$ cat config.mk
export PLATFORM = sky130hd
export DESIGN_NAME = powerpc_mmu_address_translator
export DESIGN_NICKNAME = d
export VERILOG_FILES = /design/src/hw/rtl/ppcmmu_pkg.sv /design/src/hw/rtl/powerpc_mmu_address_translator.sv /design/src/hw/rtl/ppcmmu_ctrl.sv /design/src/hw/rtl/ppcmmu_dp.sv
export SDC_FILE = /design/constraint.sdc
export NUM_CORES = 2
export LEC_CHECK = 0
export ABC_CLOCK_PERIOD_IN_PS = 4300
export BUFFER_PORTS_ARGS = -buffer_cell sky130_fd_sc_hd__buf_2
export CORE_ASPECT_RATIO = 1.75
export CORE_UTILIZATION = 50
export CTS_CLUSTER_SIZE = 30
export DETAILED_ROUTE_END_ITERATION = 10
export PLACE_DENSITY = 0.69
export SYNTH_ARGS = -nofsm -noshare
export SYNTH_HDL_FRONTEND = slang
export SYNTH_SLANG_ARGS = --single-unit
$ cat constraint.sdc
create_clock -name i_clk -period 4.3 [get_ports i_clk]
set_input_delay 0.43 -clock i_clk [delete_from_list [all_inputs] [get_ports i_clk]]
set_output_delay 0.43 -clock i_clk [all_outputs]
set_load 0.02 [all_outputs]
$ cat src/hw/rtl/ppcmmu_pkg.sv
// Package for the address translator: command and result codes, payload structs,
// controller states and the control and status structs between controller and datapath.
// It has no dependencies.
package ppcmmu_pkg;

    typedef enum logic [1:0] {
        CMD_TRANSLATE = 2'd0,
        CMD_REPLY     = 2'd1,
        CMD_BLOCK_WR  = 2'd2,
        CMD_SEG_WR    = 2'd3
    } t_cmd;

    localparam logic [1:0] KIND_DONE  = 2'd0;
    localparam logic [1:0] KIND_FAULT = 2'd1;
    localparam logic [1:0] KIND_READ  = 2'd2;
    localparam logic [1:0] KIND_ACK   = 2'd3;

    localparam logic [1:0] ACC_FETCH = 2'd0;
    localparam logic [1:0] ACC_WRITE = 2'd2;

    localparam logic [1:0] CFG_BASE  = 2'd0;
    localparam logic [1:0] CFG_MASK  = 2'd1;
    localparam logic [1:0] CFG_FETCH = 2'd2;
    localparam logic [1:0] CFG_DATA  = 2'd3;

    localparam logic [31:0] REMAP_LIMIT = 32'hFFE00000;
    localparam logic [31:0] REMAP_BASE  = 32'h08000000;

    typedef struct packed {
        logic [1:0]  command;
        logic [31:0] effective_address;
        logic [1:0]  access_kind;
        logic        privileged;
        logic [31:0] entry_high_word;
        logic [31:0] entry_low_word;
        logic [4:0]  register_slot;
        logic [31:0] register_value;
    } t_in_item;

    typedef struct packed {
        logic [1:0]  result_kind;
        logic [31:0] result_address;
    } t_out_item;

    typedef enum logic [1:0] {
        ST_IDLE,
        ST_EXEC,
        ST_OUT
    } t_state;

    typedef struct packed {
        logic load;
        logic exec;
    } t_ctrl;

    typedef struct packed {
        logic has_result;
    } t_status;

    function automatic logic [31:0] remap(input logic [31:0] a);
        logic [31:0] r;
        r = a;
        if (a >= REMAP_LIMIT) begin
            r = a - REMAP_LIMIT + REMAP_BASE;
        end
        return r;
    endfunction

endpackage

$ cat src/hw/rtl/powerpc_mmu_address_translator.sv
// Address translator, top level: an item is captured, then decided in the
// datapath, and its result, if any, waits in the output register until taken;
// no new item is accepted until then. Reset is synchronous and active low;
// it clears the configuration registers, the tables and the walk flags.
// Depends on ppcmmu_pkg, ppcmmu_ctrl and ppcmmu_dp.
module powerpc_mmu_address_translator #(
    parameter int BLOCK_ENTRIES = 8,
    parameter int GROUP_ENTRIES = 8
) (
    input  logic                  i_clk,
    input  logic                  i_rst_n,
    input  logic                  i_in_valid,
    output logic                  o_in_ready,
    input  ppcmmu_pkg::t_in_item  i_in_data,
    output logic                  o_out_valid,
    input  logic                  i_out_ready,
    output ppcmmu_pkg::t_out_item o_out_data,
    input  logic                  i_cfg_valid,
    output logic                  o_cfg_ready,
    input  logic [1:0]            i_cfg_index,
    input  logic [31:0]           i_cfg_data
);

    ppcmmu_pkg::t_ctrl   ctrl;
    ppcmmu_pkg::t_status status;

    assign o_cfg_ready = 1'b1;

    ppcmmu_ctrl u_ctrl (
        .i_clk(i_clk), .i_rst_n(i_rst_n),
        .i_in_valid(i_in_valid), .o_in_ready(o_in_ready),
        .o_out_valid(o_out_valid), .i_out_ready(i_out_ready),
        .i_status(status), .o_ctrl(ctrl)
    );

    ppcmmu_dp #(.BLOCK_ENTRIES(BLOCK_ENTRIES), .GROUP_ENTRIES(GROUP_ENTRIES)) u_dp (
        .i_clk(i_clk), .i_rst_n(i_rst_n), .i_item(i_in_data),
        .i_cfg_we(i_cfg_valid), .i_cfg_index(i_cfg_index), .i_cfg_data(i_cfg_data),
        .i_ctrl(ctrl), .o_status(status), .o_item(o_out_data)
    );

endmodule

$ cat src/hw/rtl/ppcmmu_ctrl.sv
// Controller state machine of the address translator.
// Depends on ppcmmu_pkg.
module ppcmmu_ctrl (
    input  logic                 i_clk,
    input  logic                 i_rst_n,
    input  logic                 i_in_valid,
    output logic                 o_in_ready,
    output logic                 o_out_valid,
    input  logic                 i_out_ready,
    input  ppcmmu_pkg::t_status  i_status,
    output ppcmmu_pkg::t_ctrl    o_ctrl
);

    ppcmmu_pkg::t_state r_state, n_state;

    always_ff @(posedge i_clk) begin
        if (!i_rst_n) begin
            r_state <= ppcmmu_pkg::ST_IDLE;
        end else begin
            r_state <= n_state;
        end
    end

    always_comb begin
        n_state = r_state;
        case (r_state)
            ppcmmu_pkg::ST_IDLE: begin
                if (i_in_valid) n_state = ppcmmu_pkg::ST_EXEC;
            end
            ppcmmu_pkg::ST_EXEC: begin
                n_state = i_status.has_result ? ppcmmu_pkg::ST_OUT : ppcmmu_pkg::ST_IDLE;
            end
            ppcmmu_pkg::ST_OUT: begin
                if (i_out_ready) n_state = ppcmmu_pkg::ST_IDLE;
            end
            default: n_state = ppcmmu_pkg::ST_IDLE;
        endcase
    end

    always_comb begin
        o_in_ready  = 1'b0;
        o_out_valid = 1'b0;
        o_ctrl      = '0;
        case (r_state)
            ppcmmu_pkg::ST_IDLE: begin
                o_in_ready  = 1'b1;
                o_ctrl.load = i_in_valid;
            end
            ppcmmu_pkg::ST_EXEC: begin
                o_ctrl.exec = 1'b1;
            end
            ppcmmu_pkg::ST_OUT: begin
                o_out_valid = 1'b1;
            end
            default: begin
                o_in_ready = 1'b0;
            end
        endcase
    end

endmodule

$ cat src/hw/rtl/ppcmmu_dp.sv
// Datapath of the address translator: registers, block and segment lookup,
// page table walk state and the result register. Depends on ppcmmu_pkg.
module ppcmmu_dp #(
    parameter int BLOCK_ENTRIES = 8,
    parameter int GROUP_ENTRIES = 8
) (
    input  logic                  i_clk,
    input  logic                  i_rst_n,
    input  ppcmmu_pkg::t_in_item  i_item,
    input  logic                  i_cfg_we,
    input  logic [1:0]            i_cfg_index,
    input  logic [31:0]           i_cfg_data,
    input  ppcmmu_pkg::t_ctrl     i_ctrl,
    output ppcmmu_pkg::t_status   o_status,
    output ppcmmu_pkg::t_out_item o_item
);

    logic [15:0] r_base;
    logic [8:0]  r_mask;
    logic        r_fetch_on, r_data_on;
    logic [31:0] r_bat [32];
    logic [31:0] r_seg [16];
    ppcmmu_pkg::t_in_item r_in;
    logic        r_walk_active, n_walk_active;
    logic [31:0] r_walk_addr, n_walk_addr;
    logic [23:0] r_vsid, n_vsid;
    logic [5:0]  r_api, n_api;
    logic        r_key, n_key;
    logic        r_wr, n_wr;
    logic [18:0] r_hash, n_hash;
    logic        r_sec, n_sec;
    logic [2:0]  r_idx, n_idx;
    ppcmmu_pkg::t_out_item r_out, n_out;
    logic        n_has;

    logic        fetch, write, trans_on, bat_hit;
    logic [31:0] bat_pa, seg, hi, lo;
    logic [10:0] page;
    logic        pte_hit;
    logic [1:0]  pp;

    function automatic logic [31:0] entry_addr(input logic [18:0] hash, input logic sec,
                                               input logic [2:0] idx, input logic [15:0] base,
                                               input logic [8:0] mask);
        logic [18:0] h;
        logic [31:0] a;
        h = (sec ? ~hash : hash) & {mask, 10'h3FF};
        a = {base, 16'h0} | {7'h0, h, 6'h0};
        return ppcmmu_pkg::remap(a) + {26'h0, idx, 3'h0};
    endfunction

    always_comb begin
        logic [31:0] up, low;
        logic [14:0] msk, blk;
        bat_hit = 1'b0;
        bat_pa  = '0;
        for (int i = BLOCK_ENTRIES - 1; i >= 0; i--) begin
            up  = r_bat[{fetch ? 1'b0 : 1'b1, i[2:0], 1'b0}];
            low = r_bat[{fetch ? 1'b0 : 1'b1, i[2:0], 1'b1}];
            msk = ~{4'h0, up[12:2]};
            blk = (r_in.effective_address[31:17] & ~msk) | (low[31:17] & msk);
            if (low[1:0] != 2'd0 && !(low[0] && write)
                    && (r_in.privileged ? up[1] : up[0])
                    && ((up[31:17] ^ r_in.effective_address[31:17]) & msk) == 15'h0) begin
                bat_hit = 1'b1;
                bat_pa  = {blk, r_in.effective_address[16:0]};
            end
        end
    end

    assign fetch    = r_in.access_kind == ppcmmu_pkg::ACC_FETCH;
    assign write    = r_in.access_kind == ppcmmu_pkg::ACC_WRITE;
    assign trans_on = fetch ? r_fetch_on : r_data_on;
    assign seg      = r_seg[r_in.effective_address[31:28]];
    assign page     = r_in.effective_address[27:17];
    assign hi       = r_in.entry_high_word;
    assign lo       = r_in.entry_low_word;
    assign pp       = lo[1:0];
    assign pte_hit  = hi[31] && hi[6] == r_sec && hi[30:7] == r_vsid && hi[5:0] == r_api
                      && !(r_key && pp == 2'd0)
                      && !(r_wr && (pp == 2'd3 || (r_key && pp == 2'd1)));

    always_comb begin
        n_walk_active = r_walk_active;
        n_walk_addr = r_walk_addr;
        n_vsid = r_vsid;
        n_api  = r_api;
        n_key  = r_key;
        n_wr   = r_wr;
        n_hash = r_hash;
        n_sec  = r_sec;
        n_idx  = r_idx;
        n_out  = r_out;
        n_has  = 1'b1;
        case (ppcmmu_pkg::t_cmd'(r_in.command))
            ppcmmu_pkg::CMD_TRANSLATE: begin
                n_walk_active = 1'b0;
                if (!trans_on) begin
                    n_out = '{ppcmmu_pkg::KIND_DONE, ppcmmu_pkg::remap(r_in.effective_address)};
                end else if (bat_hit) begin
                    n_out = '{ppcmmu_pkg::KIND_DONE, ppcmmu_pkg::remap(bat_pa)};
                end else if (seg[31] || (seg[28] && fetch)) begin
                    n_out = '{ppcmmu_pkg::KIND_FAULT, 32'h0};
                end else begin
                    n_walk_active = 1'b1;
                    n_walk_addr = r_in.effective_address;
                    n_vsid = seg[23:0];
                    n_api  = page[10:5];
                    n_key  = r_in.privileged ? seg[30] : seg[29];
                    n_wr   = write;
                    n_hash = seg[18:0] ^ {8'h0, page};
                    n_sec  = 1'b0;
                    n_idx  = 3'd0;
                    n_out  = '{ppcmmu_pkg::KIND_READ,
                               entry_addr(n_hash, 1'b0, 3'd0, r_base, r_mask)};
                end
            end
            ppcmmu_pkg::CMD_REPLY: begin
                if (!r_walk_active) begin
                    n_has = 1'b0;
                end else if (pte_hit) begin
                    n_walk_active = 1'b0;
                    n_out = '{ppcmmu_pkg::KIND_DONE, ppcmmu_pkg::remap(
                              {lo[31:12], 12'h0} | {15'h0, r_walk_addr[16:0]})};
                end else if ({1'b0, r_idx} + 4'd1 < 4'(GROUP_ENTRIES)) begin
                    n_idx = r_idx + 3'd1;
                    n_out = '{ppcmmu_pkg::KIND_READ,
                              entry_addr(r_hash, r_sec, n_idx, r_base, r_mask)};
                end else if (!r_sec) begin
                    n_sec = 1'b1;
                    n_idx = 3'd0;
                    n_out = '{ppcmmu_pkg::KIND_READ,
                              entry_addr(r_hash, 1'b1, 3'd0, r_base, r_mask)};
                end else begin
                    n_walk_active = 1'b0;
                    n_out = '{ppcmmu_pkg::KIND_FAULT, 32'h0};
                end
            end
            default: begin
                n_out = '{ppcmmu_pkg::KIND_ACK, 32'h0};
            end
        endcase
    end

    always_ff @(posedge i_clk) begin
        if (!i_rst_n) begin
            r_base <= '0;
            r_mask <= '0;
            r_fetch_on <= 1'b0;
            r_data_on <= 1'b0;
            r_walk_active <= 1'b0;
            r_sec <= 1'b0;
            r_idx <= '0;
            for (int i = 0; i < 32; i++) r_bat[i] <= '0;
            for (int i = 0; i < 16; i++) r_seg[i] <= '0;
        end else begin
            if (i_cfg_we) begin
                case (i_cfg_index)
                    ppcmmu_pkg::CFG_BASE:  r_base <= i_cfg_data[15:0];
                    ppcmmu_pkg::CFG_MASK:  r_mask <= i_cfg_data[8:0];
                    ppcmmu_pkg::CFG_FETCH: r_fetch_on <= i_cfg_data[0];
                    ppcmmu_pkg::CFG_DATA:  r_data_on <= i_cfg_data[0];
                    default: r_base <= r_base;
                endcase
            end
            if (i_ctrl.exec) begin
                r_walk_active <= n_walk_active;
                r_sec <= n_sec;
                r_idx <= n_idx;
                if (r_in.command == ppcmmu_pkg::CMD_BLOCK_WR)
                    r_bat[r_in.register_slot] <= r_in.register_value;
                if (r_in.command == ppcmmu_pkg::CMD_SEG_WR)
                    r_seg[r_in.register_slot[3:0]] <= r_in.register_value;
            end
        end
    end

    always_ff @(posedge i_clk) begin
        if (i_ctrl.load) r_in <= i_item;
        if (i_ctrl.exec) begin
            r_walk_addr <= n_walk_addr;
            r_vsid <= n_vsid;
            r_api <= n_api;
            r_key <= n_key;
            r_wr <= n_wr;
            r_hash <= n_hash;
            r_out <= n_out;
        end
    end

    assign o_status.has_result = n_has;
    assign o_item = r_out;

endmodule

==> results.sh <==
export IMPL_violations="setup timing"
export IMPL_slew_violations=0
export IMPL_critPathBufInv=6
export IMPL_ant_nets=0
export IMPL_yosys_warnings=0
export IMPL_cts_inserted_buffers=138
export IMPL_clkTransAtPathRegs_ps=60
export IMPL_criticalPathCategory="flip-flop to flip-flop"
export IMPL_wl_um=244000
export IMPL_finalSetupViolations=12
export IMPL_track_usage=0.355
export IMPL_overflow=0
export IMPL_drtIter0Drc=5854
export IMPL_r2r_start="u_dp.page[6]"
export IMPL_synthXorXnorAreaFrac=0.0218
export IMPL_clk_latency_ps=810
export IMPL_synth_area_sq_um=67400
export IMPL_relSlewSlack=0.190
export IMPL_synth_edff_count=1390
export IMPL_synthAdderAreaFrac=0.00316
export IMPL_placed_cell_area_sq_um=74300
export IMPL_clockBufferDepth=3
export IMPL_core_sq_um=133000
export IMPL_netlist_instances=5235
export IMPL_cpPeakStageDelay_ps=530
export IMPL_grt_pass1_wl_um=339000
export IMPL_mostFrequentLayoutCell="edfxtp_1"
export IMPL_end_kind="flip-flop"
export IMPL_final_area_sq_um=82100
export IMPL_cp_required_ps=4820
export IMPL_crit_cells=17
export IMPL_gp_congestion=1.02
export IMPL_die_y_um=488
export IMPL_grt_pass1_vias=47900
export IMPL_synth_area_leaders="edfxtp_1, and2_1, mux4_2, xnor2_1, nand2_1"
export IMPL_min_period_over_period=1.06
export IMPL_synth_top_family_by_area="simple AND/OR/NAND/NOR gates"
export IMPL_port_buffers=186
export IMPL_vias_per_cell=6.18
export IMPL_htree_levels=4
export IMPL_synth_distinct_cells=95
export IMPL_rr_endpoint="u_dp.o_item[28]"
export IMPL_fin_hold_ws_ps=70.8
export IMPL_rows=177
export IMPL_clock_sinks=1428
export IMPL_worst_setup_path_start_kind="flip-flop"
export IMPL_synth_async_reset_ratio=0
export IMPL_synth_simple_area_share=0.190
export IMPL_drtPass1Iterations=6
export IMPL_ios=214
export IMPL_worst_slack_ps=-263
export IMPL_synth_area_mux_share=0.0557
export IMPL_wl_per_cell_um=31.1
export IMPL_crit_chain="buf_6, buf_4, buf_4, xnor2_1, o221ai_1, o22ai_1, nand2_1, nor4_4, buf_4, buf_12, nor2b_2, a221o_1, a22o_4, or3_4, nor4_4, buf_6, o41ai_4"
export IMPL_synth_top_area_share=0.620
export IMPL_ys_seq_area_frac=0.631
export IMPL_num_vias=48500
export IMPL_rsz0062_at_grt="yes"
export IMPL_syn_area_per_cell_sq_um=12.9
export IMPL_hold_violations=0
export IMPL_p_leak_nw=30.3
export IMPL_cpMostUsedCell="buf_4"
export IMPL_grt_start_max_net_pins=77
export IMPL_antenna_found_initial=16
export IMPL_syn2layout_area_growth_pct=22.0
export IMPL_worstPathArrival_ps=5090
export IMPL_drc=0
export IMPL_hp_start="i_cfg_valid"
export IMPL_ys_flop_type="edfxtp_1"
export IMPL_die_x_um=279
export IMPL_reg2reg_setup_slack_ps=-260
export IMPL_fin_crit_ps=4560
export IMPL_whs_path_depth=4
export IMPL_ir_worst_vdd_mv=0.412
export IMPL_outcome="finished with violations"
export IMPL_drv_cap=0
export IMPL_r2r_cells=17
export IMPL_cp_max_fo=11
export IMPL_final_cell_mix="edfxtp_1, and2_1, buf_4"
export IMPL_root_buffer="clkbuf_16"
export IMPL_min_to="u_dp.r_data_on"
export IMPL_initial_core_util=0.505
export IMPL_worst_pin_slew_ps=1200
export IMPL_fin_nets=6114
export IMPL_synth_seq_cells=1428
export IMPL_critPathTopFamily="buffers and inverters"
export IMPL_dieArea_sq_um=136000
export IMPL_finClkSkew_ps=60.2
export IMPL_syn_nets=5429
export IMPL_dp_hpwl_um=159000
export IMPL_cts_tree="yes"
export IMPL_max_clock_freq_mhz=219
export IMPL_synth_top_cell_by_area="edfxtp_1"
export IMPL_slowest_stage="edfxtp_1"
export IMPL_synth_compound_area_frac=0.0692
export IMPL_power_density_nw_per_um2=396
export IMPL_drive_above_1_share=0.226
export IMPL_hold_path_class="input port to flip-flop"
[worst min-delay path: cells and delay by family]
kind / cells / cell delay (ps)
AND/OR/NAND/NOR: 2 / 200
buffers and inverters: 1 / 130
multiplexers: 1 / 70
[repair_timing]
action,4_1_cts,5_1_grt
resized for setup,93,97
pin swaps,34,45
hold endpoints to repair,159,1
endpoints found under the setup margin,81,82
cloned,4,5
setup buffers,26,25
hold buffers,145,1
[cell families (layout without fill, tap and decap cells)]
| logic type | after synthesis | count (layout) |
|---|---|---|
| AOI/OAI and AO/OA | 685 | 685 |
| xor gates and xnor gates | 168 | 168 |
| adders and majority gates | 17 | 17 |
| buffers and inverters | 472 | 1271 |
| DFF | 1428 | 1428 |
| muxes | 201 | 201 |
| other | 1 | 13 |
| and+or+nand+nor | 2263 | 2263 |
[synth_stat cells, types with 25 or more instances]
cell type  number
a211oi_1       25
nand2_1       328
and2_1       1173
nor3b_1        33
a21boi_0       31
mux2i_1        52
mux4_2        138
a21oi_1       148
o221ai_1       25
nor2_1        203
nand4_1        28
clkbuf_1      301
o21ai_0       142
nor4_1         38
buf_2          51
o32ai_1        50
nand3_1        33
buf_1          35
inv_1          65
edfxtp_1     1390
o31ai_1        28
nor3_1        214
dfxtp_1        38
o22ai_1        26
or3_1          38
nor2b_1        25
nand2b_1       39
xnor2_1       146
[worst max-delay path by stage]
| stage | slack (ps) | start | end |
|---|---|---|---|
| after floorplan | 20 | u_dp.r_in[103] | u_dp.o_item[22] |
| after global routing | -330 | u_dp.r_in[103] | u_dp.o_item[23] |
| after global placement | -1020 | u_dp.r_in[102] | u_dp.o_item[23] |
| final | -260 | u_dp.page[6] | u_dp.o_item[28] |
| after CTS | -270 | u_dp.r_in[102] | u_dp.o_item[29] |
| after detailed placement | -1050 | u_dp.r_in[102] | u_dp.o_item[23] |
[registers in the layout (all words and copies together), names as in the netlist, 2 cells and up, named ones only]
name / cells
u_dp.r_bat: 720
u_dp.r_seg: 448
u_dp.r_in: 63
u_dp.o_item: 34
u_dp.hi: 32
u_dp.lo: 22
u_dp.r_hash: 18
u_dp.r_vsid: 17
u_dp.r_walk_addr: 17
u_dp.r_base: 16
u_dp.page: 11
u_dp.r_mask: 9
u_dp.r_api: 6
u_dp.r_idx: 3
u_ctrl.r_state: 2
[metrics by stage]
stage	setup TNS, ps	cells	power (mW)	setup WS (ps)	util
floorplan	0	5235	17.9	16.3	-
global placement	-22200	7367	19.7	-1020	0.557
detailed placement	-27770	7367	19.7	-1050	0.557
CTS	-5450	7794	32.4	-270	0.610
global route	-5490	7827	33.2	-328	0.616
finish	-2670	7836	32.5	-263	0.616
[power breakdown]
part | total [mW] | switching, mW | internal [mW]
combinational | 3.69 | 2.32 | 1.37
sequential | 16.1 | 0.305 | 15.8
clock | 12.8 | 5.71 | 7.06
total | 32.5 | 8.33 | 24.2
[routing by layer]
metal / wire, um / track usage
met5: 13 / 0
met3: 20900 / 0.0626
met1: 80900 / 0.399
met2: 122000 / 0.608
met4: 19900 / 0.258
[final cells by class]
cell class	instances	area, sq um
multi-input cells	3335	24100
inverters	67	259
fillers	10300	51200
well taps	1790	2240
flip-flops and latches	1428	42500
clock inverters	89	1140
repair buffers	950	8330
clock buffers	165	3580
diodes	12	30.0
Power figures use the tool's default switching activity.
